--- config.mk ---
export PLATFORM = sky130hd
export DESIGN_NAME = dda_line_rasterizer
export DESIGN_NICKNAME = d
export VERILOG_FILES = /design/src/rtl/core/dda_pkg.sv /design/src/rtl/core/dda_div.sv /design/src/rtl/core/dda_datapath.sv /design/src/rtl/core/dda_ctrl.sv /design/src/rtl/core/dda_line_rasterizer.sv
export SDC_FILE = /design/constraint.sdc
export NUM_CORES = 1
export LEC_CHECK = 0
export BUFFER_PORTS_ARGS = -buffer_cell sky130_fd_sc_hd__buf_4
export CAP_MARGIN = 20
export CORE_MARGIN = 10
export CORE_UTILIZATION = 50
export CTS_BUF_LIST = sky130_fd_sc_hd__clkbuf_4 sky130_fd_sc_hd__clkbuf_8
export CTS_CLUSTER_DIAMETER = 80
export DETAILED_ROUTE_END_ITERATION = 6
export PLACE_DENSITY = 0.72
export SYNTH_ARGS = -nofsm -noshare
export SYNTH_HDL_FRONTEND = slang
export SYNTH_HIERARCHICAL = 1
export SYNTH_SLANG_ARGS = --single-unit
--- constraint.sdc ---
create_clock -name clock -period 5.8 [get_ports clock]
set_input_delay 1.16 -clock clock [delete_from_list [all_inputs] [get_ports clock]]
set_output_delay 1.16 -clock clock [all_outputs]
set_load 0.005 [all_outputs]
--- src/rtl/core/dda_pkg.sv ---
package dda_pkg;

   typedef enum logic [1:0] {
      ST_IDLE,
      ST_SETUP,
      ST_DIVIDE,
      ST_EMIT
   } state_type;

   typedef struct packed {
      logic load;       // capture endpoints, preset accumulators
      logic div_start;  // launch the minor-axis increment division
      logic set_inc;    // latch both increments; the minor one comes from the divider
      logic step;       // emit current pixel and advance
   } cmd_type;

   typedef struct packed {
      logic steps_zero;
      logic div_done;
      logic last;
   } status_type;

endpackage

--- src/rtl/core/dda_div.sv ---
// Restoring divider, one quotient bit per cycle.
module dda_div #(
   parameter int DIVIDEND_BITS = 22,
   parameter int DIVISOR_BITS  = 6
) (
   input  logic                     clock,
   input  logic                     reset,
   input  logic                     start,
   input  logic [DIVIDEND_BITS-1:0] dividend,
   input  logic [DIVISOR_BITS-1:0]  divisor,
   output logic                     done,
   output logic [DIVIDEND_BITS-1:0] quotient
);

   localparam int CNT_BITS = $clog2(DIVIDEND_BITS);

   logic [DIVISOR_BITS-1:0]  rem_ff, rem_in;
   logic [DIVIDEND_BITS-1:0] quo_ff, quo_in;
   logic [DIVISOR_BITS-1:0]  divisor_ff;
   logic [CNT_BITS-1:0]      cnt_ff;
   logic                     run_ff, done_ff;
   logic [DIVISOR_BITS:0]    shifted, diff;
   logic                     ge;

   assign shifted = {rem_ff, quo_ff[DIVIDEND_BITS-1]};
   assign diff    = shifted - {1'b0, divisor_ff};
   assign ge      = shifted >= {1'b0, divisor_ff};
   assign rem_in  = ge ? diff[DIVISOR_BITS-1:0] : shifted[DIVISOR_BITS-1:0];
   assign quo_in  = {quo_ff[DIVIDEND_BITS-2:0], ge};

   always_ff @(posedge clock) begin
      if (reset) begin
         run_ff  <= 1'b0;
         done_ff <= 1'b0;
         cnt_ff  <= '0;
      end else begin
         done_ff <= 1'b0;
         if (start) begin
            run_ff <= 1'b1;
            cnt_ff <= '0;
         end else if (run_ff) begin
            cnt_ff <= cnt_ff + 1'b1;
            if (cnt_ff == CNT_BITS'(DIVIDEND_BITS - 1)) begin
               run_ff  <= 1'b0;
               done_ff <= 1'b1;
            end
         end
      end
   end

   always_ff @(posedge clock) begin
      if (start) begin
         rem_ff     <= '0;
         quo_ff     <= dividend;
         divisor_ff <= divisor;
      end else if (run_ff) begin
         rem_ff <= rem_in;
         quo_ff <= quo_in;
      end
   end

   assign done     = done_ff;
   assign quotient = quo_ff;

endmodule

--- src/rtl/core/dda_datapath.sv ---
module dda_datapath #(
   parameter int COORD_BITS = 6,
   parameter int FRAC_BITS  = 16
) (
   input  logic                   clock,
   input  logic                   reset,
   input  dda_pkg::cmd_type       cmd,
   output dda_pkg::status_type    status,
   input  logic [COORD_BITS-1:0]  req_start_x,
   input  logic [COORD_BITS-1:0]  req_start_y,
   input  logic [COORD_BITS-1:0]  req_end_x,
   input  logic [COORD_BITS-1:0]  req_end_y,
   output logic [COORD_BITS-1:0]  pixel_x,
   output logic [COORD_BITS-1:0]  pixel_y
);

   localparam int ACC_BITS = COORD_BITS + FRAC_BITS;
   localparam logic [ACC_BITS-1:0] UNIT = ACC_BITS'(1) << FRAC_BITS;
   localparam logic [ACC_BITS:0]   HALF = (ACC_BITS + 1)'(1) << (FRAC_BITS - 1);

   logic [COORD_BITS-1:0] x0_ff, y0_ff, x1_ff, y1_ff;
   logic [ACC_BITS-1:0]   x_acc_ff, y_acc_ff, x_inc_ff, y_inc_ff;
   logic [COORD_BITS-1:0] cnt_ff;

   logic                  x_neg, y_neg, x_major;
   logic [COORD_BITS-1:0] adx, ady, steps, minor;
   logic [ACC_BITS-1:0]   dividend, quotient, minor_pos, minor_inc;
   logic [ACC_BITS:0]     x_round, y_round;
   logic                  div_done;

   assign x_neg   = x1_ff < x0_ff;
   assign y_neg   = y1_ff < y0_ff;
   assign adx     = x_neg ? (x0_ff - x1_ff) : (x1_ff - x0_ff);
   assign ady     = y_neg ? (y0_ff - y1_ff) : (y1_ff - y0_ff);
   assign x_major = adx > ady;
   assign steps   = x_major ? adx : ady;
   assign minor   = x_major ? ady : adx;
   assign dividend = {minor, {FRAC_BITS{1'b0}}};

   dda_div #(
      .DIVIDEND_BITS(ACC_BITS),
      .DIVISOR_BITS (COORD_BITS)
   ) u_div (
      .clock   (clock),
      .reset   (reset),
      .start   (cmd.div_start),
      .dividend(dividend),
      .divisor (steps),
      .done    (div_done),
      .quotient(quotient)
   );

   assign minor_pos = quotient;
   assign minor_inc = (x_major ? y_neg : x_neg) ? (~minor_pos + 1'b1) : minor_pos;

   always_ff @(posedge clock) begin
      if (cmd.load) begin
         x0_ff    <= req_start_x;
         y0_ff    <= req_start_y;
         x1_ff    <= req_end_x;
         y1_ff    <= req_end_y;
         x_acc_ff <= {req_start_x, {FRAC_BITS{1'b0}}};
         y_acc_ff <= {req_start_y, {FRAC_BITS{1'b0}}};
         cnt_ff   <= '0;
      end else if (cmd.step) begin
         x_acc_ff <= x_acc_ff + x_inc_ff;
         y_acc_ff <= y_acc_ff + y_inc_ff;
         cnt_ff   <= cnt_ff + 1'b1;
      end
      if (cmd.set_inc) begin
         // major axis moves one whole pixel per step
         if (x_major) begin
            x_inc_ff <= x_neg ? (~UNIT + 1'b1) : UNIT;
            y_inc_ff <= minor_inc;
         end else begin
            x_inc_ff <= minor_inc;
            y_inc_ff <= y_neg ? (~UNIT + 1'b1) : UNIT;
         end
      end
   end

   assign x_round = {1'b0, x_acc_ff} + HALF;
   assign y_round = {1'b0, y_acc_ff} + HALF;
   assign pixel_x = x_round[ACC_BITS-1:FRAC_BITS];
   assign pixel_y = y_round[ACC_BITS-1:FRAC_BITS];

   assign status.steps_zero = steps == '0;
   assign status.div_done   = div_done;
   assign status.last       = cnt_ff == steps;

endmodule

--- src/rtl/core/dda_ctrl.sv ---
module dda_ctrl (
   input  logic                clock,
   input  logic                reset,
   input  logic                start,
   output logic                busy,
   output logic                rsp_valid,
   output logic                rsp_last_pixel,
   input  dda_pkg::status_type status,
   output dda_pkg::cmd_type    cmd
);

   dda_pkg::state_type state_ff, state_in;

   always_ff @(posedge clock) begin
      if (reset) begin
         state_ff <= dda_pkg::ST_IDLE;
      end else begin
         state_ff <= state_in;
      end
   end

   always_comb begin
      state_in       = state_ff;
      cmd            = '0;
      busy           = 1'b1;
      rsp_valid      = 1'b0;
      rsp_last_pixel = 1'b0;
      case (state_ff)
         dda_pkg::ST_IDLE: begin
            busy = 1'b0;
            if (start) begin
               cmd.load = 1'b1;
               state_in = dda_pkg::ST_SETUP;
            end
         end
         dda_pkg::ST_SETUP: begin
            if (status.steps_zero) begin
               state_in = dda_pkg::ST_EMIT;
            end else begin
               cmd.div_start = 1'b1;
               state_in      = dda_pkg::ST_DIVIDE;
            end
         end
         dda_pkg::ST_DIVIDE: begin
            if (status.div_done) begin
               cmd.set_inc = 1'b1;
               state_in    = dda_pkg::ST_EMIT;
            end
         end
         dda_pkg::ST_EMIT: begin
            rsp_valid      = 1'b1;
            rsp_last_pixel = status.last;
            cmd.step       = 1'b1;
            if (status.last) begin
               state_in = dda_pkg::ST_IDLE;
            end
         end
         default: begin
            state_in = dda_pkg::ST_IDLE;
         end
      endcase
   end

endmodule

--- src/rtl/core/dda_line_rasterizer.sv ---
// DDA line rasterizer.
// Input: a segment (req_start_x/y, req_end_x/y) is taken at a clock edge
// where start is high and busy is low. busy stays high until the segment's
// last pixel has been sent.
// Output: one pixel per cycle on rsp_pixel_x/y, marked by rsp_valid, with
// rsp_last_pixel on the final one. The receiver cannot stall; each pixel is
// present for exactly one cycle.
// Sequence: a setup state, then the minor-axis increment is divided out by a
// bit-serial divider over COORD_BITS+FRAC_BITS quotient bits. Then come the
// pixels back to back, steps+1 pixels in all, where steps is the larger of
// the x and y spans. A zero-length segment skips the divider: its single
// pixel follows the setup state directly.
// Reset (synchronous) returns the controller to idle and drops any segment
// in progress.
module dda_line_rasterizer #(
   parameter int COORD_BITS = 6,
   parameter int FRAC_BITS  = 16
) (
   input  logic                  clock,
   input  logic                  reset,
   input  logic                  start,
   output logic                  busy,
   input  logic [COORD_BITS-1:0] req_start_x,
   input  logic [COORD_BITS-1:0] req_start_y,
   input  logic [COORD_BITS-1:0] req_end_x,
   input  logic [COORD_BITS-1:0] req_end_y,
   output logic                  rsp_valid,
   output logic [COORD_BITS-1:0] rsp_pixel_x,
   output logic [COORD_BITS-1:0] rsp_pixel_y,
   output logic                  rsp_last_pixel
);

   dda_pkg::cmd_type    cmd;
   dda_pkg::status_type status;

   dda_ctrl u_ctrl (
      .clock         (clock),
      .reset         (reset),
      .start         (start),
      .busy          (busy),
      .rsp_valid     (rsp_valid),
      .rsp_last_pixel(rsp_last_pixel),
      .status        (status),
      .cmd           (cmd)
   );

   dda_datapath #(
      .COORD_BITS(COORD_BITS),
      .FRAC_BITS (FRAC_BITS)
   ) u_datapath (
      .clock      (clock),
      .reset      (reset),
      .cmd        (cmd),
      .status     (status),
      .req_start_x(req_start_x),
      .req_start_y(req_start_y),
      .req_end_x  (req_end_x),
      .req_end_y  (req_end_y),
      .pixel_x    (rsp_pixel_x),
      .pixel_y    (rsp_pixel_y)
   );

`ifndef SYNTHESIS
   a_valid_busy: assert property (@(posedge clock) disable iff (reset)
      rsp_valid |-> busy)
      else $error("pixel strobe outside a transaction");

   a_accept_busy: assert property (@(posedge clock) disable iff (reset)
      (start && !busy) |=> (busy && !rsp_valid))
      else $error("accepted segment not held busy");

   a_last_ends: assert property (@(posedge clock) disable iff (reset)
      (rsp_valid && rsp_last_pixel) |=> (!busy && !rsp_valid))
      else $error("activity after last pixel");

   a_pixels_run: assert property (@(posedge clock) disable iff (reset)
      (rsp_valid && !rsp_last_pixel) |=> rsp_valid)
      else $error("gap inside pixel run");
`endif

endmodule

==> results.toml, run 1 <==
[placement]
dp_slack_ps = -150
dp.cells = 1443
place_congestion = 0.907
place_hpwl_um = 18100
portBuffers = 41
placed_area_mm2 = 0.0116

[logic_synthesis]
synth-async-reset-ratio_pct = 0
synth_fa_ha_area_share_pct = 11.5
netlist_area_mm2 = 0.0108
synth_compound_area_share_pct = 17.0
synth-main-ff-cell = "edfxtp_1"
synth_cell_type_count = 92
ys_warn_count = 6
synthMuxAreaShare_pct = 4.72
synth_xor_area_share_pct = 6.47
ys_ff_latch = 161
avgSynthCellArea_um2 = 9.67
ys_seq_area_share_pct = 40.0
synth_top_family_by_area = "compound AO/OA/AOI/OAI gates"
synth_edf_count = 108
synthSimpleGateAreaFrac_pct = 16.1
synth_cells = 1114

[route]
routed_wl_um = 24400
vias = 8486
first_pass_iters = 5
wl_per_cell_um = 16.4
drc = 0
drtIter0Drc = 560
drtAntennaViolNets = 0
viasPerCell = 5.71

[cells_and_area]
drive_gt1_share_pct = 16.8
layout_common_cells = "nor2_1 (138), edfxtp_1 (108), buf_4 (89), ha_1 (84), a21oi_1 (75)"
layout_commonest_cell = "nor2_1"
fillers = 1833
area_growth_pct = 13.2
final-instance-count-excl-fill = 1487
antenna_cells = 0
nNetsFinal = 1321
final_area_mm2 = 0.0122

[sta]
fin_crit_sh_pct = 105
slew_headroom_pct = 30.5
slew_violations = 0
worst_slew_pin_slew_ps = 1040
fmax_mhz = 165
rsz0062_at_grt = "true"
final-setup-viol-count = 1
skew_ps = 24.3
fin_ws_ps = -265
hold_violations = 0
fin_crit_ps = 6070

[cts]
postCtsHoldBufs = 0
clkLatencyLatePin_ps = 470
clockRootBuffer = "clkbuf_8"
clock_sink_count = 161
cts_made_buffers = 17
cts_tree = "yes"
clkTransAtPathRegs_ps = 110
htree_levels = 4
clock_path_buffers = 2

[global_routing]
grt_max_degree = 45
grt.overflow.total = 0
antenna_found_initial = 0
grt_pass1_vias = 8067
grt_usage_pct = 17.4
grt_pass1_wl_um = 40500

[status]
status = "finished, violations left"
violations = "negative setup slack"

[setup_path]
required_ps = 4640
path_class = "reg -> out"
path_max_fanout = 6
cp_data_arrival_time_ps = 4910
startpoint_type = "register"
worst_setup_path_end_kind = "primary output"

[die]
dieArea_mm2 = 0.0278
die_h_um = 167
rows = 53
core_mm2 = 0.0211
die_x_um = 167
io-pin-count = 42
initial_utilization_pct = 51.1

[min_path]
min-delay-path-class = "reg -> reg"

[flow_run]
cap_violations = 0
-- stage by stage --
stage	utilization, %	hold slack, ps	setup TNS [ps]
3_5_place_dp	54.9	455	-150
5_1_grt	57.8	502	-500
6_report	57.8	475	-265
3_3_place_gp	54.9	443	-46.9
2_1_floorplan	-	432	0
4_1_cts	57.5	476	-239
-- per-layer routing --
metal	GRT usage [%]	part of all wire [%]
met1	23.7	48
met2	27.6	46
met3	3.27	4.7
met4	4.81	1.4
met5	0	0
-- cell usage after synthesis, drive strengths merged, types with 4 or more instances --
| cell | instances | area (µm²) |
|---|---|---|
| dfxtp | 53 | 1060 |
| inv | 68 | 255 |
| o21a | 12 | 90.1 |
| nand2b | 15 | 96.3 |
| nor3 | 28 | 161 |
| nor2b | 14 | 87.6 |
| a21oi | 78 | 398 |
| or2 | 6 | 37.5 |
| nand3 | 21 | 110 |
| nand2 | 67 | 251 |
| fa | 7 | 140 |
| a311oi | 8 | 70.1 |
| nand4 | 10 | 62.6 |
| o211ai | 8 | 60.1 |
| nor2 | 142 | 533 |
| nor4 | 7 | 65.1 |
| and2 | 6 | 38.8 |
| o21ai | 59 | 299 |
| mux2 | 22 | 248 |
| or3 | 16 | 100 |
| or4 | 6 | 48.8 |
| o31ai | 5 | 42.5 |
| a21o | 27 | 206 |
| xor2 | 32 | 280 |
| mux2i | 26 | 260 |
| edfxtp | 108 | 3240 |
| a31oi | 5 | 31.3 |
| a211oi | 18 | 168 |
| xnor2 | 45 | 394 |
| buf | 23 | 126 |
| a2111oi | 4 | 78.8 |
| ha | 88 | 1100 |
| clkbuf | 17 | 63.8 |
| and3 | 6 | 37.5 |
| o21bai | 8 | 75.1 |
-- layout make-up --
| class | instances | area, µm² | share of cell area [%] |
|---|---|---|---|
| inverter | 68 | 255 | 2.09 |
| tap | 275 | 344 | 2.82 |
| multi-input combinational | 861 | 6240 | 51.2 |
| sequential | 161 | 4300 | 35.3 |
| timing repair buffer | 90 | 679 | 5.57 |
| clock inverter | 15 | 135 | 1.11 |
| clock buffer | 17 | 234 | 1.92 |
-- flip-flops by register name, indices dropped and copies added, names as in the netlist, 22 cells and up --
register / count
u_datapath/x_inc_ff: 22
u_datapath/x_acc_ff: 22
u_datapath/y_inc_ff: 22
u_datapath/y_acc_ff: 22
u_datapath/u_div/quotient: 22
-- kinds of logic after synthesis --
group | Yosys count
flip-flops | 161
adder cells (fa/ha/maj) | 95
XOR/XNOR | 78
buffers and inverters | 108
other | 1
AND/OR/NAND/NOR | 357
AO/OA/AOI/OAI | 266
multiplexers | 48
-- what timing repair did --
| action | CTS | global route |
|---|---|---|
| buffers inserted | 8 | 4 |
| gates resized for setup | 26 | 8 |
| pin swaps | 18 | 14 |
| cloned | 1 | 0 |
| setup endpoints to repair | 1 | 16 |
-- final timing paths --
check                           from                            to  slack [ps]  cells after the start
min reg2reg  u_datapath/x_acc_ff[13]       u_datapath/x_acc_ff[13]         470                      2
max reg2reg      u_datapath/x1_ff[0]  u_datapath/u_div/quotient[2]         320                     24
max              u_datapath/y1_ff[0]                rsp_last_pixel        -270                     21
min          u_datapath/x_acc_ff[13]       u_datapath/x_acc_ff[13]         470                      2
-- worst max-delay path: stages (launching register included) --
cell and delay (ps):
edfxtp_1 410, inv_1 70, ha_2 160, inv_1 50, fa_2 370, a211oi_4 280, o21ai_1 80, nor4bb_1 150
or2_4 290, o2111a_1 250, or2_4 280, ha_4 280, nand4_1 150, a21oi_2 160, a211oi_2 70, or2_4 280
or4_4 420, o2111ai_2 80, nand4_1 120, nor2_2 220, and2_1 150, buf_4 100
Power of run 1 is left out: the tool's default activity adds up to more than one toggle a clock period on the data nets, which glitch-free logic cannot reach.
==> run 2: changes to the inputs <==
Settings changed: HOLD_SLACK_MARGIN from default to 0.08, SKIP_LAST_GASP from default to 1.
==> results.toml, run 2 (synthesized netlist as in run 1, its figures left out) <==
[sta]
fin_ws_ps = -254
final-setup-viol-count = 1
slew_violations = 0
worst_slew_pin_slew_ps = 1040
rsz0062_at_grt = "true"
slew_headroom_pct = 30.7
fin_crit_ps = 6050
fin_crit_sh_pct = 104
fmax_mhz = 165
hold_violations = 0
skew_ps = 22.5

[setup_path]
max_stage_delay_ps = 480
path_max_fanout = 5
reg2reg_slack_ps = 320
crit_start = "u_datapath/x1_ff[0]"
startpoint_type = "register"
worst_setup_path_end_kind = "primary output"
crit_path_cell_trace = "inv_2 -> ha_4 -> inv_2 -> fa_2 -> a211oi_4 -> o21bai_4 -> a2111oi_4 -> o21a_1 -> nor2_1 -> inv_2 -> ha_4 -> a21o_1 -> a21o_1 -> a211oi_2 -> buf_4 -> o21ai_1 -> or3b_4 -> o2111ai_2 -> nand4_1 -> nor2_2 -> and2_1 -> buf_4"
required_ps = 4640
crit_family = "compound AO/OA/AOI/OAI gates"
crit_slowest_cell = "a2111oi_4"
crit_buf_inv = 5
timing.rr.start = "u_datapath/x1_ff[0]"
cp_data_arrival_time_ps = 4890
path_class = "reg -> out"
path_common_cell = "inv_2"

[cts]
cts_made_buffers = 17
clock_sink_count = 161
clkTransAtPathRegs_ps = 90
clock_path_buffers = 2
clkLatencyLatePin_ps = 460
clockRootBuffer = "clkbuf_8"
htree_levels = 4
postCtsHoldBufs = 0
cts_tree = "yes"

[cells_and_area]
layout_commonest_cell = "nor2_1"
nNetsFinal = 1321
drive_gt1_share_pct = 16.7
final_area_mm2 = 0.0122
layout_common_cells = "nor2_1 (138), edfxtp_1 (108), buf_4 (89), ha_1 (85), a21oi_1 (75)"
area_growth_pct = 13.1
antenna_cells = 0

[route]
first_pass_iters = 5
drtIter0Drc = 585
drtAntennaViolNets = 0
routed_wl_um = 24400
wl_per_cell_um = 16.4
drc = 0
viasPerCell = 5.72
vias = 8505

[min_path]
worstHoldStart = "u_datapath/x_acc_ff[13]"
min-delay-path-class = "reg -> reg"

[status]
status = "finished, violations left"
violations = "negative setup slack"

[die]
die_h_um = 167
initial_utilization_pct = 51.1
rows = 53
core_mm2 = 0.0211
die_x_um = 167
dieArea_mm2 = 0.0278
io-pin-count = 42

[global_routing]
grt_usage_pct = 17.4
grt_max_degree = 45
grt_pass1_wl_um = 40500
grt.overflow.total = 0
antenna_found_initial = 0
grt_pass1_vias = 8067

[placement]
placed_area_mm2 = 0.0116
place_hpwl_um = 18100
portBuffers = 41
place_congestion = 0.907

[flow_run]
cap_violations = 0
-- run 2: changes by cell type in the layout (fill, tap and decap cells not counted) --
cell / delta
ha_1: +1
ha_2: -1
o21ai_1: +1
o21ai_2: -1
-- run 2: per-stage QoR --
stage	instances	TNS (ps)	setup slack [ps]	hold WS, ps	util, %
CTS	1483	-239	-239	476	57.5
finish	1487	-254	-254	475	57.8
floorplan	1129	0	162	432	-
global placement	1443	-46.9	-46.9	443	54.9
global route	1487	-520	-520	502	57.8
detailed placement	1443	-150	-150	455	54.9
-- run 2: metal layers --
layer	vias to the layer above	part of all wire (%)	track usage, %
met5	-	0	0
met1	4078	48	23.7
li1	4173	-	-
met3	34	5.2	3.27
met4	0	1.6	4.81
met2	220	46	27.6
-- run 2: worst min-delay path, delay by kind of cell, from the launching register on --
kind	cells	cell delay (ps)
compound gates	1	60
flops	1	320
simple gates	1	50
-- run 2: cell type report --
type / count / area, µm²
sequential: 161 / 4300
clock inverter: 15 / 135
timing repair buffer: 90 / 679
multi-input combinational: 861 / 6230
inverter: 68 / 255
tap: 275 / 344
clock buffer: 17 / 234
fill: 1834 / 8900
-- run 2: path summary, 6_finish.rpt --
kind	to	cells after the start
setup / recovery	rsp_last_pixel	22
hold reg to reg	u_datapath/x_acc_ff[13]	2
setup reg to reg	u_datapath/u_div/quotient[2]	24
hold / removal	u_datapath/x_acc_ff[13]	2
-- run 2: what timing repair did --
item	4_1_cts	5_1_grt
buffers inserted	8	4
resized for setup	26	6
setup endpoints to repair	1	16
cloned	1	0
pin swaps	18	13
Power of run 2 is left out for the same reason.
